<file path="config.mk">
export PLATFORM = sky130hd
export DESIGN_NAME = dns_response_min_ttl_scanner
export DESIGN_NICKNAME = d
export VERILOG_FILES = /design/src/hdl/dmts_pkg.sv /design/src/hdl/dmts_in_reg.sv /design/src/hdl/dmts_parser.sv /design/src/hdl/dmts_out_reg.sv /design/src/hdl/dns_response_min_ttl_scanner.sv
export VERILOG_INCLUDE_DIRS = /design/src /design/src/hdl
export SDC_FILE = /design/constraint.sdc
export NUM_CORES = 1
export LEC_CHECK = 0
export BUFFER_PORTS_ARGS = -buffer_cell sky130_fd_sc_hd__buf_4
export CAP_MARGIN = 20
export CORE_MARGIN = 5
export CORE_UTILIZATION = 30
export DETAILED_ROUTE_END_ITERATION = 6
export GPL_TIMING_DRIVEN = 0
export HOLD_SLACK_MARGIN = 0.08
export PLACE_DENSITY = 0.43
export SETUP_SLACK_MARGIN = 0.15
export SLEW_MARGIN = 20
export SYNTH_ARGS = -nofsm -noshare
export SYNTH_HDL_FRONTEND = slang
export SYNTH_SLANG_ARGS = --single-unit
</file>
<file path="constraint.sdc">
create_clock -name clk -period 7.1 [get_ports clk]
set_input_delay 1.065 -clock clk [delete_from_list [all_inputs] [get_ports clk]]
set_output_delay 1.065 -clock clk [all_outputs]
set_load 0.02 [all_outputs]
</file>
<file path="src/hdl/dns_response_min_ttl_scanner_assert.svh">
// assertion macros used by the scanner top level
`ifndef DNS_RESPONSE_MIN_TTL_SCANNER_ASSERT_SVH
`define DNS_RESPONSE_MIN_TTL_SCANNER_ASSERT_SVH

`ifndef SYNTHESIS

// same-cycle implication, checked outside reset
`define DMTS_ASSERT_IMPLY(label, clk, rst, ante, cons, msg) \
  label: assert property (@(posedge clk) disable iff (rst) (ante) |-> (cons)) \
    else $error(msg);

// next-cycle implication, checked outside reset
`define DMTS_ASSERT_NEXT(label, clk, rst, ante, cons, msg) \
  label: assert property (@(posedge clk) disable iff (rst) (ante) |=> (cons)) \
    else $error(msg);

`else

`define DMTS_ASSERT_IMPLY(label, clk, rst, ante, cons, msg)
`define DMTS_ASSERT_NEXT(label, clk, rst, ante, cons, msg)

`endif

`endif

</file>
<file path="src/hdl/dmts_pkg.sv">
// shared types and constants of the dns minimum ttl scanner
`timescale 1ns / 1ps

package dmts_pkg;

  localparam int unsigned BYTE_W = 8;
  localparam int unsigned TTL_OUT_W = 16;

  localparam logic [TTL_OUT_W-1:0] TTL_CAP_RESET = 16'd300;

  // one message byte beat
  typedef struct packed {
    logic [BYTE_W-1:0] data_byte;
    logic              last_byte;
  } beat_t;

  // one result beat
  typedef struct packed {
    logic [TTL_OUT_W-1:0] ttl_seconds;
    logic                 parse_error;
  } result_t;

endpackage

</file>
<file path="src/hdl/dmts_in_reg.sv">
// input register stage holding one message byte beat
`timescale 1ns / 1ps

module dmts_in_reg (
  input  logic           clk,
  input  logic           rst,
  input  logic           in_valid,
  output logic           in_ready,
  input  dmts_pkg::beat_t beat_in,
  input  logic           advance,
  output logic           held_valid,
  output dmts_pkg::beat_t held_beat
);

  // free when empty or when the held beat moves on this cycle
  assign in_ready = !held_valid || advance;

  always_ff @(posedge clk) begin
    if (rst) begin
      held_valid <= 1'b0;
    end else if (in_ready) begin
      held_valid <= in_valid;
    end
  end

  always_ff @(posedge clk) begin
    if (in_valid && in_ready) begin
      held_beat <= beat_in;
    end
  end

endmodule

</file>
<file path="src/hdl/dmts_parser.sv">
// parser state and per-byte step logic of the scanner
`timescale 1ns / 1ps

module dmts_parser (
  input  logic                               clk,
  input  logic                               rst,
  input  logic                               cfg_write_enable,
  input  logic [dmts_pkg::TTL_OUT_W-1:0]     cfg_write_data,
  input  logic                               fire,
  input  dmts_pkg::beat_t                    beat,
  output dmts_pkg::result_t                  result
);

  typedef enum logic [13:0] {
    PH_HDR  = 14'b00000000000001,
    PH_QLEN = 14'b00000000000010,
    PH_QLAB = 14'b00000000000100,
    PH_QPTR = 14'b00000000001000,
    PH_QFIX = 14'b00000000010000,
    PH_ALEN = 14'b00000000100000,
    PH_ALAB = 14'b00000001000000,
    PH_APTR = 14'b00000010000000,
    PH_AFIX = 14'b00000100000000,
    PH_TTL  = 14'b00001000000000,
    PH_RDL  = 14'b00010000000000,
    PH_RDAT = 14'b00100000000000,
    PH_DONE = 14'b01000000000000,
    PH_ERR  = 14'b10000000000000
  } phase_t;

  localparam logic [3:0] HDR_LEN    = 4'd12;
  localparam logic [3:0] QDCOUNT_HI = 4'd4;
  localparam logic [3:0] QDCOUNT_LO = 4'd5;
  localparam logic [3:0] ANCOUNT_HI = 4'd6;
  localparam logic [3:0] ANCOUNT_LO = 4'd7;
  localparam logic [3:0] FIX_LEN    = 4'd4;
  localparam logic [3:0] TTL_LEN    = 4'd4;
  localparam logic [3:0] RDL_LEN    = 4'd2;
  localparam logic [1:0] PTR_MARK   = 2'b11;

  phase_t      phase, phase_next;
  logic [3:0]  byte_index, byte_index_next, byte_inc;
  logic [15:0] question_total, question_total_next;
  logic [15:0] answers_left, answers_left_next;
  logic [15:0] skip_left, skip_left_next;
  logic [31:0] ttl_shift, ttl_shift_next;
  logic [15:0] rdlength_shift, rdlength_shift_next;
  logic [31:0] least_ttl, least_ttl_next;
  logic [15:0] ttl_cap;
  logic [7:0]  b;
  logic        bad;

  assign b = beat.data_byte;
  assign byte_inc = byte_index + 4'd1;

  always_comb begin
    phase_next          = phase;
    byte_index_next     = byte_index;
    question_total_next = question_total;
    answers_left_next   = answers_left;
    skip_left_next      = skip_left;
    ttl_shift_next      = ttl_shift;
    rdlength_shift_next = rdlength_shift;
    least_ttl_next      = least_ttl;

    unique case (phase) inside
      PH_HDR: begin
        if (byte_index == QDCOUNT_HI) begin
          question_total_next = {b, 8'h00};
        end else if (byte_index == QDCOUNT_LO) begin
          question_total_next = {question_total[15:8], b};
        end else if (byte_index == ANCOUNT_HI) begin
          answers_left_next = {b, 8'h00};
        end else if (byte_index == ANCOUNT_LO) begin
          answers_left_next = {answers_left[15:8], b};
        end
        byte_index_next = byte_inc;
        if (byte_inc == HDR_LEN) begin
          byte_index_next = '0;
          if (question_total_next != 16'd1 || beat.last_byte) begin
            phase_next = PH_ERR;
          end else begin
            phase_next = PH_QLEN;
          end
        end
      end
      PH_QLEN, PH_ALEN: begin
        // label length byte, pointer ends the name, zero ends it too
        if (b[7:6] == PTR_MARK) begin
          phase_next = (phase == PH_QLEN) ? PH_QPTR : PH_APTR;
        end else if (b[5:0] == 6'd0) begin
          byte_index_next = '0;
          phase_next = (phase == PH_QLEN) ? PH_QFIX : PH_AFIX;
        end else begin
          skip_left_next = {10'd0, b[5:0]};
          phase_next = (phase == PH_QLEN) ? PH_QLAB : PH_ALAB;
        end
      end
      PH_QLAB, PH_ALAB: begin
        skip_left_next = skip_left - 16'd1;
        if (skip_left_next == 16'd0) begin
          phase_next = (phase == PH_QLAB) ? PH_QLEN : PH_ALEN;
        end
      end
      PH_QPTR: begin
        byte_index_next = '0;
        phase_next = PH_QFIX;
      end
      PH_APTR: begin
        byte_index_next = '0;
        phase_next = PH_AFIX;
      end
      PH_QFIX: begin
        byte_index_next = byte_inc;
        if (byte_inc == FIX_LEN) begin
          byte_index_next = '0;
          phase_next = (answers_left != 16'd0) ? PH_ALEN : PH_DONE;
        end
      end
      PH_AFIX: begin
        byte_index_next = byte_inc;
        if (byte_inc == FIX_LEN) begin
          byte_index_next = '0;
          phase_next = PH_TTL;
        end
      end
      PH_TTL: begin
        ttl_shift_next = {ttl_shift[23:0], b};
        byte_index_next = byte_inc;
        if (byte_inc == TTL_LEN) begin
          byte_index_next = '0;
          phase_next = PH_RDL;
        end
      end
      PH_RDL: begin
        rdlength_shift_next = {rdlength_shift[7:0], b};
        byte_index_next = byte_inc;
        if (byte_inc == RDL_LEN) begin
          byte_index_next = '0;
          // rdlength taken, the record's ttl now counts
          if (ttl_shift < least_ttl) begin
            least_ttl_next = ttl_shift;
          end
          answers_left_next = answers_left - 16'd1;
          if (rdlength_shift_next == 16'd0) begin
            phase_next = (answers_left_next != 16'd0) ? PH_ALEN : PH_DONE;
          end else begin
            skip_left_next = rdlength_shift_next;
            phase_next = PH_RDAT;
          end
        end
      end
      PH_RDAT: begin
        skip_left_next = skip_left - 16'd1;
        if (skip_left_next == 16'd0) begin
          byte_index_next = '0;
          phase_next = (answers_left != 16'd0) ? PH_ALEN : PH_DONE;
        end
      end
      default: begin
      end
    endcase
  end

  // verdict on the final byte, taken from the post-step state
  always_comb begin
    unique case (phase_next) inside
      PH_QLEN, PH_QLAB, PH_QPTR, PH_QFIX, PH_RDAT: bad = (answers_left_next != 16'd0);
      PH_DONE: bad = 1'b0;
      default: bad = 1'b1;
    endcase
  end

  always_comb begin
    result.parse_error = bad;
    if (bad || least_ttl_next == '1) begin
      result.ttl_seconds = '0;
    end else if (least_ttl_next < {16'd0, ttl_cap}) begin
      result.ttl_seconds = least_ttl_next[15:0];
    end else begin
      result.ttl_seconds = ttl_cap;
    end
  end

  always_ff @(posedge clk) begin
    if (rst) begin
      ttl_cap        <= dmts_pkg::TTL_CAP_RESET;
      phase          <= PH_HDR;
      byte_index     <= '0;
      question_total <= '0;
      answers_left   <= '0;
      skip_left      <= '0;
      least_ttl      <= '1;
    end else begin
      if (cfg_write_enable) begin
        ttl_cap <= cfg_write_data;
      end
      if (fire) begin
        if (beat.last_byte) begin
          phase          <= PH_HDR;
          byte_index     <= '0;
          question_total <= '0;
          answers_left   <= '0;
          skip_left      <= '0;
          least_ttl      <= '1;
        end else begin
          phase          <= phase_next;
          byte_index     <= byte_index_next;
          question_total <= question_total_next;
          answers_left   <= answers_left_next;
          skip_left      <= skip_left_next;
          least_ttl      <= least_ttl_next;
        end
      end
    end
  end

  // field shift registers, always fully loaded before use
  always_ff @(posedge clk) begin
    if (fire) begin
      ttl_shift      <= ttl_shift_next;
      rdlength_shift <= rdlength_shift_next;
    end
  end

endmodule

</file>
<file path="src/hdl/dmts_out_reg.sv">
// result register holding one result beat until taken
`timescale 1ns / 1ps

module dmts_out_reg (
  input  logic                           clk,
  input  logic                           rst,
  input  logic                           load,
  input  dmts_pkg::result_t              result_in,
  output logic                           free,
  output logic                           out_valid,
  input  logic                           out_ready,
  output logic [dmts_pkg::TTL_OUT_W-1:0] ttl_seconds,
  output logic                           parse_error
);

  dmts_pkg::result_t held;

  assign free        = !out_valid || out_ready;
  assign ttl_seconds = held.ttl_seconds;
  assign parse_error = held.parse_error;

  always_ff @(posedge clk) begin
    if (rst) begin
      out_valid <= 1'b0;
    end else if (free) begin
      out_valid <= load;
    end
  end

  always_ff @(posedge clk) begin
    if (load) begin
      held <= result_in;
    end
  end

endmodule

</file>
<file path="src/hdl/dns_response_min_ttl_scanner.sv">
// top level of the dns response minimum ttl scanner
`timescale 1ns / 1ps
`include "dns_response_min_ttl_scanner_assert.svh"

// takes a dns response one byte per beat (last_byte on the final one), walks
// header, the single question and all answer records, and gives one result
// beat per message: the least answer ttl limited to ttl_cap (zero with no
// answers), or zero with parse_error set for a message ending in the header or
// before its last answer's rdlength, or with a question count other than one.
// throughput is one byte per clock outside stalls: a byte sits in the input
// register, then the parser step (one short pass of compare and select logic on
// the parser state) commits it. a final byte loads the result register at that
// commit, and the result beat shows in the cycle after it. the only stall is a
// final byte meeting a result that is still waiting to be taken; other bytes keep
// flowing. ttl_cap resets to 300 and is written through the config port
// between messages by the user; the block itself does not enforce it.

module dns_response_min_ttl_scanner (
  input  logic                           clk,
  input  logic                           rst,
  // config register
  input  logic                           cfg_write_enable,
  input  logic [dmts_pkg::TTL_OUT_W-1:0] cfg_write_data,
  // message byte beats
  input  logic                           in_valid,
  output logic                           in_ready,
  input  logic [dmts_pkg::BYTE_W-1:0]    data_byte,
  input  logic                           last_byte,
  // result beats
  output logic                           out_valid,
  input  logic                           out_ready,
  output logic [dmts_pkg::TTL_OUT_W-1:0] ttl_seconds,
  output logic                           parse_error
);

  dmts_pkg::beat_t   beat_in;
  dmts_pkg::beat_t   held_beat;
  dmts_pkg::result_t step_result;
  logic              held_valid;
  logic              out_free;
  logic              advance;
  logic              load_result;

  assign beat_in.data_byte = data_byte;
  assign beat_in.last_byte = last_byte;

  // a non-final byte always moves; a final one needs room for its result
  assign advance     = held_valid && (!held_beat.last_byte || out_free);
  assign load_result = advance && held_beat.last_byte;

  dmts_in_reg u_in_reg (
    .clk        (clk),
    .rst        (rst),
    .in_valid   (in_valid),
    .in_ready   (in_ready),
    .beat_in    (beat_in),
    .advance    (advance),
    .held_valid (held_valid),
    .held_beat  (held_beat)
  );

  // header, name walking, ttl and rdlength capture, minimum tracking
  dmts_parser u_parser (
    .clk              (clk),
    .rst              (rst),
    .cfg_write_enable (cfg_write_enable),
    .cfg_write_data   (cfg_write_data),
    .fire             (advance),
    .beat             (held_beat),
    .result           (step_result)
  );

  dmts_out_reg u_out_reg (
    .clk         (clk),
    .rst         (rst),
    .load        (load_result),
    .result_in   (step_result),
    .free        (out_free),
    .out_valid   (out_valid),
    .out_ready   (out_ready),
    .ttl_seconds (ttl_seconds),
    .parse_error (parse_error)
  );

  // a committed final byte always leaves a result beat on the output
  `DMTS_ASSERT_NEXT(a_last_gives_result, clk, rst, load_result, out_valid,
                    "final byte lost its result")

  // back pressure only from a final byte waiting behind an untaken result
  `DMTS_ASSERT_IMPLY(a_stall_cause, clk, rst, !in_ready,
                     held_valid && held_beat.last_byte && out_valid && !out_ready,
                     "input stalled without cause")

  // an errored message never reports a ttl
  `DMTS_ASSERT_IMPLY(a_error_zero_ttl, clk, rst, out_valid && parse_error,
                     ttl_seconds == '0, "error result carries a ttl")

endmodule
</file>
==> results by group <==
Floorplan
  – Die outline height: 200 um
  – Die ar.: 40,000 sq um
  – Core area: 35,600 sq um
  – Row cnt: 69
  – Starting Density: 30.4%
  – Ports: 49
  – Chip width: 200 um

Timing
  – Setup TNS: 0 ps
  – Slew @ Worst Pin: 1070 ps
  – Final Max Slew Viols: 0
  – Final Hold Viols: 0
  – Fmax: 158 MHz
  – Endpoints failing setup: 0
  – Clock Skew: 19.0 ps
  – Worst hold slack: 472 ps
  – Min cycle time layout: 6340 ps
  – Part of the cycle the worst path needs: 89.2%
  – RSZ-0062 raised after global routing: no
  – Max_slew headroom: 28.2%

Power and ir drop
  – Power Density: 180 nW/um^2
  – Clock network fraction of design power: 42.1%
  – Psw: 0.581 mW
  – Cell Int Power: 1.64 mW
  – Sw Share: 26.1%
  – Seq pwr share: 50.1%
  – Peak VDD IR: 0.000166 V
  – Combinational power share: 7.8%
  – Leakage power figure: 4.77 nW

Global routing
  – Vias in the first global route: 9,625
  – Global route overflow: 0
  – Global Route Usage Sum: 18.5%
  – First-pass GRT wire length: 57,000 um
  – Largest net degree at the start of global routing: 22
  – Antenna violations before repair: 0

Finish
  – Layout area overhead: 14.2%
  – Most frequent cells in the layout: nor2_1, nand2_1, dfxtp_1, clkbuf_1, edfxtp_1
  – Layout cells sized above 1: 9.40%
  – Commonest non-fill, non-tap cell in the layout: nor2_1
  – # fillers: 3,784
  – Nets: 1,402
  – Diode count: 0

Logic synthesis
  – Number of synthesized flops with an enable pin: 66
  – Mapped Nets: 1,336
  – Yosys top cell by area: dfxtp_1
  – #FFs+latches synth: 182
  – Main combinational cell family by area after synthesis: simple AND/OR/NAND/NOR gates
  – Synth top area cells: dfxtp_1, edfxtp_1, ha_1
  – Async SR Flop Fraction: 0%
  – Mux cell area share after synthesis: 2.78%
  – Synth Flop Type: dfxtp_1
  – Cell variety after synth: 80
  – Simple-gate share of the synthesized area: 24.9%
  – XOR/XNOR Fraction of Synth Area: 1.70%
  – Yosys warning count: 0
  – Synth Area in Compound Gates: 19.4%
  – Post-Synthesis Cells: 1,251
  – Synth Area per Inst: 8.66 sq um
  – Synth Area in Adders: 6.35%
  – Top cell type's share of synthesized area: 21.4%
  – Cell Area, Synth: 10,800 sq um
  – Post-synthesis sequential area ratio: 39.7%

Clock tree
  – Clk slew on worst S/H paths: 70 ps
  – Worst-Skew Late Latency: 450 ps
  – CTS tree: yes
  – Num CTS Buffers: 17
  – CTS max path bufs: 2
  – CTS Root Cell: clkbuf_16
  – H-tree levels: 4
  – Clock sinks: 182

Drt
  – DRC Markers: 0
  – Routed WL: 36,500 um
  – Iter 0 DRT Violations: 680
  – Via count: 9,793
  – DR vias/cell: 5.47
  – First drt pass iteration count: 5
  – Wire per inst: 20.4 um
  – Detail Route Antenna Nets: 0

Critical path
  – Max FO, Critical Path: 10
  – Crit Path Category: register to register
  – Worst Setup EP: u_out_reg.ttl_seconds[10]$_SDFFCE_PP0P_
  – Crit path launch type: register
  – CP Launch Point: u_parser.phase[1]$_SDFFE_PP0P_
  – Setup crit end kind: register
  – Crit path DAT: 6540 ps
  – Register-to-Register Path Depth: 21
  – Worst reg2reg startpoint: u_parser.phase[1]$_SDFFE_PP0P_
  – Reg-to-reg endpoint: u_out_reg.ttl_seconds[10]$_SDFFCE_PP0P_
  – R2r setup slk: 760 ps
  – Required time of the critical path: 7310 ps

Min path
  – Hold crit path type: register to register
  – WHS Path Cells: 2

Outcome
  – Run status: finished, final reports clean

Place
  – PortBufs: 46
  – Gp weighted congestion: 0.882
  – Detailed-placement wirelength estimate: 27,400 um

Job
  – Max Cap Violations: 0
## state kept, by name, indices dropped and copies added, names as in the netlist
name,cells
u_out_reg.parse_error,1
u_parser.rdlength_shift,8
u_in_reg.held_beat,9
u_out_reg.ttl_seconds,16
u_parser.question_total,16
u_out_reg.out_valid,1
u_parser.byte_index,4
u_in_reg.held_valid,1
u_parser.ttl_shift,32
u_parser.phase,14
u_parser.ttl_cap,16
u_parser.least_ttl,32
u_parser.answers_left,16
u_parser.skip_left,16
## worst max-delay path, cell delays in order (launching register included)
cell	delay [ps]
dfxtp_1	350
clkbuf_1	280
nor4_4	510
and4_1	330
nand2_1	120
clkbuf_1	350
or3_1	510
nor2_4	260
clkbuf_2	320
nand2_1	80
o21ai_0	190
ha_1	330
a21o_1	150
a21o_1	170
a221oi_1	370
o22ai_1	120
a211oi_1	260
o21ai_0	220
a31oi_4	400
buf_2	360
mux2i_1	210
and2b_1	200
## metrics by stage
stage / instances / util (%) / total power, mW / instance area, sq um / worst slack (ps)
2_1_floorplan: 1251 / - / 1.24 / 10800 / 1970
3_3_place_gp: 1758 / 33.0 / 1.31 / 11800 / 243
3_5_place_dp: 1759 / 33.2 / 1.31 / 11800 / 303
4_1_cts: 1791 / 34.7 / 2.26 / 12400 / 269
5_1_grt: 1791 / 34.8 / 2.32 / 12400 / 257
6_report: 1791 / 34.8 / 2.22 / 12400 / 764
## cell type report
class                           count  area, sq um  area share (%)
Sequential cell                   182         4300            34.8
Tap cell                          461          577            4.66
Clock buffer                       21          472            3.81
Multi-Input combinational cell    927         6000            48.5
Timing Repair Buffer               47          373            3.01
Buffer                             79          323            2.61
Inverter                           63          236            1.91
Clock inverter                     11         85.1           0.688
## how the worst min path moves through the flow
stage	start	end	slack (ps)
5_1_grt	u_parser.least_ttl[7]$_SDFFE_PP1P_	u_parser.least_ttl[7]$_SDFFE_PP1P_	510
3_3_place_gp	u_parser.least_ttl[7]$_SDFFE_PP1P_	u_parser.least_ttl[7]$_SDFFE_PP1P_	460
3_5_place_dp	u_parser.least_ttl[7]$_SDFFE_PP1P_	u_parser.least_ttl[7]$_SDFFE_PP1P_	460
6_report	u_parser.least_ttl[7]$_SDFFE_PP1P_	u_parser.least_ttl[7]$_SDFFE_PP1P_	470
4_1_cts	u_parser.least_ttl[7]$_SDFFE_PP1P_	u_parser.least_ttl[7]$_SDFFE_PP1P_	480
2_1_floorplan	u_parser.least_ttl[7]$_SDFFE_PP1P_	u_parser.least_ttl[7]$_SDFFE_PP1P_	440
## power by group through the flow
| stage | Combinational (mW) | Clock (mW) | Sequential (mW) |
|---|---|---|---|
| 4_1_cts | 0.177 | 0.965 | 1.11 |
| 3_5_place_dp | 0.176 | 0 | 1.14 |
| 3_3_place_gp | 0.175 | 0 | 1.14 |
| 5_1_grt | 0.197 | 1.01 | 1.12 |
| 6_report | 0.174 | 0.936 | 1.11 |
| 2_1_floorplan | 0.108 | 0 | 1.13 |
## cell usage after synthesis (6+ instances only)
master	number
xnor2_1	10
a211oi_1	7
nor2b_1	20
nand3b_1	6
edfxtp_1	66
nor3_1	42
a31oi_1	8
o21ai_0	44
o211ai_1	41
nor4_1	33
and2_1	7
nand2b_1	7
a2bb2oi_1	6
buf_2	9
a21oi_1	57
clkbuf_1	67
dfxtp_1	116
o31ai_1	11
inv_1	63
a221oi_1	7
nor2_1	151
or3_1	10
nand2_1	117
nand3_1	18
a21o_1	20
mux2i_1	29
or2_2	13
a22oi_1	38
and3_1	9
ha_1	55
a22o_1	8
nand4_1	43
xor2_1	11
nor4b_1	7
or4_1	9
## what timing repair did
| item | CTS | global route |
|---|---|---|
| buffers inserted | 0 | 0 |
| endpoints found under the setup margin | 0 | 10 |
| resized for setup | 0 | 6 |
| hold buffers | 0 | 0 |
## cells by family (layout without fill, tap and decap cells)
logic type / Yosys count / count (layout)
AOI/OAI and AO/OA: 297 / 297
xor gates and xnor gates: 21 / 21
adders and majority gates: 55 / 55
buffers and inverters: 142 / 221
DFF: 182 / 182
muxes: 30 / 30
and+or+nand+nor: 524 / 524
## per-layer routing
| metal | global-route usage [%] | vias to the layer above | share of wire (%) |
|---|---|---|---|
| met2 | 30.4 | 231 | 47 |
| met4 | 6.19 | 0 | 2.4 |
| li1 | - | 4764 | - |
| met1 | 25.2 | 4742 | 47 |
| met3 | 2.57 | 56 | 3.3 |
| met5 | 0 | - | 0 |
(Power assumes the default switching activity.)
